<file path="config.mk">
export PLATFORM = sky130hd
export DESIGN_NAME = mvfr_ctrl
export DESIGN_NICKNAME = d
export VERILOG_FILES = /design/src/hdl/mvfr_pkg.sv /design/src/hdl/mvfr_ctrl.sv
export SDC_FILE = /design/constraint.sdc
export NUM_CORES = 1
export LEC_CHECK = 0
export BUFFER_PORTS_ARGS = -buffer_cell sky130_fd_sc_hd__buf_2
export CORE_ASPECT_RATIO = 0.7
export CORE_MARGIN = 1.5
export CORE_UTILIZATION = 27
export DETAILED_ROUTE_END_ITERATION = 6
export PLACE_DENSITY_LB_ADDON = 0.08
export RECOVER_POWER = 25
export SYNTH_ARGS = -nofsm -noshare
export SYNTH_HDL_FRONTEND = slang
export SYNTH_SLANG_ARGS = --single-unit
</file>
<file path="constraint.sdc">
create_clock -name clk -period 1.65 [get_ports clk]
set_input_delay 0.0825 -clock clk [delete_from_list [all_inputs] [get_ports clk]]
set_output_delay 0.0825 -clock clk [all_outputs]
set_load 0.005 [all_outputs]
</file>
<file path="src/hdl/mvfr_pkg.sv">
`default_nettype none
// ----------------------------------------------------------------------------
// mvfr_pkg: shared types and constants
// Widths, opcodes, register indexes, controller states and the command and
// status bundles between the controller and the datapath.
// ----------------------------------------------------------------------------
package mvfr_pkg;

  // Capacities
  localparam int MAX_VERTICES  = 65536;
  localparam int MAX_TRIANGLES = 1048576;

  // Field widths
  localparam int VTX_W     = $clog2(MAX_VERTICES);
  localparam int TRI_W     = $clog2(MAX_TRIANGLES);
  localparam int VCNT_W    = VTX_W + 1;
  localparam int TCNT_W    = TRI_W + 1;
  localparam int TYPE_W    = 8;
  localparam int MODE_W    = 2;
  localparam int CFG_IDX_W = 1;
  localparam int MAP_W     = VTX_W + 1;  // seen flag + new index

  // Input modes
  localparam logic [MODE_W-1:0] MODE_SET_TYPE = 2'd0;
  localparam logic [MODE_W-1:0] MODE_TRIANGLE = 2'd1;
  localparam logic [MODE_W-1:0] MODE_QUERY    = 2'd2;

  // Configuration register indexes
  localparam logic [CFG_IDX_W-1:0] CFG_TYPE_LOW  = 1'b0;
  localparam logic [CFG_IDX_W-1:0] CFG_TYPE_HIGH = 1'b1;

  // Configuration reset values
  localparam logic signed [TYPE_W-1:0] TYPE_LOW_RST  = -8'sd128;
  localparam logic signed [TYPE_W-1:0] TYPE_HIGH_RST = 8'sd127;

  // Vertex counter saturates here
  localparam logic [VCNT_W-1:0] VCNT_SAT = '1;

  // Controller states
  typedef enum logic [3:0] {
    ST_CLEAR,
    ST_IDLE,
    ST_WR_OK,
    ST_RD_A,
    ST_RD_B,
    ST_RD_C,
    ST_CAP_C,
    ST_RN_A,
    ST_RN_B,
    ST_RN_C,
    ST_Q_RD,
    ST_Q_CAP,
    ST_FINISH
  } mvfr_state_t;

  // Which stored vertex index drives a memory address
  typedef enum logic [1:0] {
    SEL_A,
    SEL_B,
    SEL_C,
    SEL_V
  } mvfr_sel_t;

  // Controller to datapath
  typedef struct packed {
    logic      load_in;
    logic      clr;
    logic      ok_wr;
    logic      rd;
    mvfr_sel_t rd_sel;
    logic      cap;
    mvfr_sel_t cap_sel;
    logic      keep;
    logic      renum;
    mvfr_sel_t rn_sel;
    logic      finish;
  } mvfr_cmd_t;

  // Datapath to controller
  typedef struct packed {
    logic clr_done;
    logic keep_ok;
    logic out_busy;
  } mvfr_status_t;

endpackage
`default_nettype wire

</file>
<file path="src/hdl/mvfr_ctrl.sv">
`default_nettype none
// ----------------------------------------------------------------------------
// mvfr_ctrl: sequencing controller
// Runs the post-reset clearing pass, then steps each accepted beat through
// its table accesses, renumber writes and result load.
// ----------------------------------------------------------------------------
module mvfr_ctrl import mvfr_pkg::*; (
  input  logic              clk,
  input  logic              rst,
  input  logic              in_valid,
  input  logic [MODE_W-1:0] mode,
  output logic              in_stall,
  input  mvfr_status_t      status,
  output mvfr_cmd_t         cmd
);

  mvfr_state_t state, state_next;

  // State register
  always_ff @(posedge clk) begin
    if (rst) begin
      state <= ST_CLEAR;
    end else begin
      state <= state_next;
    end
  end

  // Next state
  always_comb begin
    state_next = state;
    unique case (state)
      ST_CLEAR: begin
        if (status.clr_done) state_next = ST_IDLE;
      end
      ST_IDLE: begin
        if (in_valid) begin
          unique case (mode)
            MODE_SET_TYPE: state_next = ST_WR_OK;
            MODE_TRIANGLE: state_next = ST_RD_A;
            MODE_QUERY:    state_next = ST_Q_RD;
            default:       state_next = ST_FINISH;
          endcase
        end
      end
      ST_WR_OK: state_next = ST_FINISH;
      ST_RD_A:  state_next = ST_RD_B;
      ST_RD_B:  state_next = ST_RD_C;
      ST_RD_C:  state_next = ST_CAP_C;
      ST_CAP_C: state_next = ST_RN_A;
      ST_RN_A:  state_next = status.keep_ok ? ST_RN_B : ST_FINISH;
      ST_RN_B:  state_next = ST_RN_C;
      ST_RN_C:  state_next = ST_FINISH;
      ST_Q_RD:  state_next = ST_Q_CAP;
      ST_Q_CAP: state_next = ST_FINISH;
      ST_FINISH: begin
        if (!status.out_busy) state_next = ST_IDLE;
      end
      default: state_next = ST_IDLE;
    endcase
  end

  // Commands
  always_comb begin
    cmd         = '0;
    cmd.rd_sel  = SEL_A;
    cmd.cap_sel = SEL_A;
    cmd.rn_sel  = SEL_A;
    in_stall    = 1'b1;
    unique case (state)
      ST_CLEAR: cmd.clr = 1'b1;
      ST_IDLE: begin
        in_stall    = 1'b0;
        cmd.load_in = in_valid;
      end
      ST_WR_OK: cmd.ok_wr = 1'b1;
      ST_RD_A: begin
        cmd.rd     = 1'b1;
        cmd.rd_sel = SEL_A;
      end
      ST_RD_B: begin
        cmd.rd      = 1'b1;
        cmd.rd_sel  = SEL_B;
        cmd.cap     = 1'b1;
        cmd.cap_sel = SEL_A;
      end
      ST_RD_C: begin
        cmd.rd      = 1'b1;
        cmd.rd_sel  = SEL_C;
        cmd.cap     = 1'b1;
        cmd.cap_sel = SEL_B;
      end
      ST_CAP_C: begin
        cmd.cap     = 1'b1;
        cmd.cap_sel = SEL_C;
      end
      ST_RN_A: begin
        cmd.keep   = status.keep_ok;
        cmd.renum  = status.keep_ok;
        cmd.rn_sel = SEL_A;
      end
      ST_RN_B: begin
        cmd.renum  = 1'b1;
        cmd.rn_sel = SEL_B;
      end
      ST_RN_C: begin
        cmd.renum  = 1'b1;
        cmd.rn_sel = SEL_C;
      end
      ST_Q_RD: begin
        cmd.rd     = 1'b1;
        cmd.rd_sel = SEL_V;
      end
      ST_Q_CAP: begin
        cmd.cap     = 1'b1;
        cmd.cap_sel = SEL_A;
      end
      ST_FINISH: cmd.finish = !status.out_busy;
      default: ;
    endcase
  end

endmodule
`default_nettype wire

</file>
; After elaboration in Yosys (flattened, before gate mapping)
; Cells that the tools add are included.
[classes]
magnitude_cmp = 0
add_sub_neg = 0
n_eq_ne = 17
shift = 0
reduce_logical = 6
multipliers = 0
n_mux = 15
n_div = 0
n_bitwise = 0
[ops]
columns = cell, n
row1 = $pmux W4 S11, 1
row2 = $eq A4 B4 Y1 const B, 5
row3 = $pmux W3 S3, 2
row4 = $eq A4 B3 Y1 const B, 4
row5 = $mux W4, 3
row6 = $pmux W3 S4, 1
row7 = $pmux W4 S3, 1
row8 = $eq A4 B2 Y1 const B, 2
row9 = $mux W1, 6
row10 = $ne A2 B2 Y1 const B, 3
row11 = $eq A4 B1 Y1 const B, 1
row12 = $logic_not A4 Y1, 1
row13 = $mux W3, 1
row14 = $reduce_and A3 Y1, 1
row15 = $reduce_or A3 Y1, 1
row16 = $eq A2 B1 Y1 const B, 1
row17 = $eq A2 B2 Y1 const B, 1
row18 = $logic_not A2 Y1, 1
row19 = $reduce_or A2 Y1, 1
row20 = $logic_not A1 Y1, 1
[word_totals]
n_memories = 0
word_cells = 39
inputBits = 8
latchBits = 0
reg_bits = 4
out_inout_bits = 15
ram_bits = 0
mem_bits_ro = 0

; Longest topological paths before layout
[logic_depth]
word_depth = 4
mapped_depth = 6
mapped_depth_nobuf = 4

; Worst setup path before layout
; No wires, ideal clock.
[synth_timing]
path_kind = reg2reg
start = register state[2]
end = register state[0]
arrival_ns = 1.028
stages_incl_launch_ff = 7
setup_time_ns = 0.116
slack_ns = 0.506
path_cell_list = dfxtp_1 -> buf_6 -> or2_1 -> buf_6 -> nor3_2 -> nor2_1 -> o211a_1
[synth_between]
elab_chain_cells = 3
elab_cells_between_ends = 19
classes_between = eq/ne: 15 / mux: 1 / reduce/logical: 3
[synth_lines]
columns = item, line
row1 = "start, declared", mvfr_ctrl.sv:17  ; mvfr_state_t state, state_next;
row2 = "start signal, assigned", mvfr_ctrl.sv:24  ; state <= state_next;
row3 = "$eq A4 B4 Y1, or another cell as far along", mvfr_ctrl.sv:31  ; unique case (state)
row4 = $reduce_or A3 Y1 (no source line) / $ne A2 B2 Y1 (equally long branches), -
row5 = $pmux W4 S11 / $reduce_and A3 Y1 (equally long branches), -
; Several ways; a longest one is shown, not always the timed one.
; A chain may end at the register's enable or synchronous reset.

==> metrics.cfg <==
[clocking]
postCtsHoldBufs = 0
cts_tree = built
htree_num_levels = 1
cts_buffer_depth = 2
cts_root_buffer = clkbuf_4
clkSinkCount = 4
cts.clk_slew.worst_paths_ns = 0.04
clk_latency_ns = 0.24
numCtsBuffers = 3

[setup_path]
reg2reg_depth = 5
crit_buf_inv = 2
critical_path_class = reg -> out
crit_path_max_incr_delay_ns = 0.39
arrival_ns = 1.44
crit_fanout = 15
worstPathCellList = buf_4 > or3b_1 > a21oi_1 > buf_2
cpMaxStageDelayCell = dfxtp_2
regToRegEndpoint = state[2]
cp_top_family = flip-flops
r2r-start = state[2]
startpoint_type = flop
cp-end-kind = primary output
critPathRequiredTime_ns = 1.57
r2r_slack_ns = 0.23

[logic_synthesis]
muxShareOfSynthArea = 0.0196
synth-simple-area-share = 0.445
avgSynthCellArea_sq_um = 7.01
yosysWarnings = 0
synth_top_family_by_area = simple AND/OR/NAND/NOR gates
synth_compound_area_frac = 0.274
ys_ff_latch = 4
synth_xor_area_frac = 0
syn_nets = 81
ys_seq_area_frac = 0.156
synth.most_common_cell = nor2_1
synthTopCellsByArea = dfxtp_1 16%, nor2_1 8.1%, nand2b_1 4.9%
synthTopCellsByCount = 11 x nor2_1, 5 x nand2_1
synth_largest_area_cell = dfxtp_1
synth-main-ff-cell = dfxtp_1
synthAdderAreaFrac = 0
netlist_area_sq_um = 512
async_flop_share = 0
synth_top_area_share = 0.156
synthCells = 73
synth_edf_count = 0
synth_cell_types = 36

[layout]
biggestRegsByFlops = state: 4 flops
nets = 103
areaGrowthSynthToFinish_pct = 24.7
drive_above_1_share = 0.376
insertedDiodeCount = 0
fin_area_sq_um = 638
regMostFlops = state
largest_reg_flops = 4

[placement]
hpwlAfterDp_microns = 957
numPortBuffers = 22
preCtsSetupSlack_ns = 0.232
placed_cell_area_sq_um = 613
routabilityCongestion = 0.760

[floorplanning]
core-area_sq_mm = 0.00168
num_io_pins = 23
die_w_microns = 55.0
die_height_microns = 39.4
placementRows = 12
dieArea_sq_mm = 0.00217
start_util = 0.304

[routing]
drc = 0
drt-vias-per-instance = 5.03
wl_per_cell_microns = 11.6
drtIter0Drc = 18
first_pass_iters = 4
ant_nets = 0
wl_mm = 1.33
vias = 573

[sta]
setup_viol = 0
clock_skew_ns = 0.00617
slew_violations = 0
setup_tns_ns = 0
hold_viol = 0
rsz0062_at_grt = false
final.period_utilization = 0.925
min_period_ns = 1.53
setup_slack_ns = 0.124
slew_headroom = 0.686
tightest_slew_ns = 0.469
fmax_mhz = 655

[global_routing]
grt_pass1_vias = 480
grt_use_total = 0.146
grt_max_degree = 18
grt_antenna_before_repair = 0
grt.overflow.total = 0
grt_first_pass_wirelength_mm = 2.17

[status]
status = completed

[power_and_ir_drop]
powerDensity_mw_per_mm2 = 705
power_leakage_nw = 0.301
ir_drop_mv = 0.294

[flow_run]
cap_violations = 0

[hold_path]
hp-start = rst
whs_endpoint = state[3]
whs_path_depth = 2
hold_class = in -> reg

==> layout by cell type (no fill, tap or decap), types with 2 or more instances in the layout <==
master and instances:
buf_2 20, nor2_1 11, nand2_1 5, nand2b_1 4, o21ai_1 4, nor3_1 4, nor2b_1 3, clkbuf_4 3
nand3_1 2, nor3_2 2, o21bai_1 2, and3_1 2, a211oi_1 2, clkbuf_2 2, buf_4 2, dfxtp_1 2
dfxtp_2 2
==> through the flow <==
stage,hold WS [ns],power (mW),utilization,cells
2_1_floorplan,0.152,0.283,-,73
3_3_place_gp,0.300,0.328,0.365,111
3_5_place_dp,0.301,0.326,0.365,111
4_1_cts,0.0499,0.455,0.379,114
5_1_grt,0.0608,0.492,0.379,114
6_report,0.0544,0.450,0.379,114
==> power breakdown <==
part / total [mW] / leakage [nW] / switching (mW) / internal, mW
combinational: 0.181 / 0.254 / 0.0922 / 0.0892
clock: 0.125 / 0.0138 / 0.0438 / 0.0816
sequential: 0.143 / 0.0336 / 0.0351 / 0.108
==> cell families after synthesis <==
kind of cell / count (synthesis)
flops: 4
compound gates: 19
simple gates: 41
mux: 1
buf+inv: 8
==> final cells by class <==
cell class,instances,area (sq um)
inverter,1,3.75
sequential,4,82.6
fill,207,1040
multi-input combinational,61,378
timing repair buffer,24,125
tap,21,26.3
clock buffer,3,22.5
==> worst max-delay path by stage <==
stage / start / depth (start not counted) / endpoint / slack [ns]
4_1_cts: state[1] / 4 / cmd[3] / 0.007
3_3_place_gp: state[1] / 4 / state[2] / 0.23
3_5_place_dp: state[3] / 4 / state[2] / 0.23
2_1_floorplan: state[2] / 6 / state[0] / 0.51
5_1_grt: state[2] / 5 / state[2] / 0.04
6_report: state[3] / 4 / cmd[8] / 0.12
==> metal layers <==
layer,share of wire,up-vias,track usage
met2,0.42,22,0.214
met4,0.0098,0,0.0488
met5,0,-,0
met3,0.062,2,0.0458
met1,0.51,250,0.200
li1,-,299,-
==> repair_timing <==
item / 4_1_cts / 5_1_grt
gates resized for setup: 1 / 1
endpoints found under the setup margin: 1 / 1
buffers inserted: 0 / 0
Note: power is estimated with default switching activity, not from simulation.
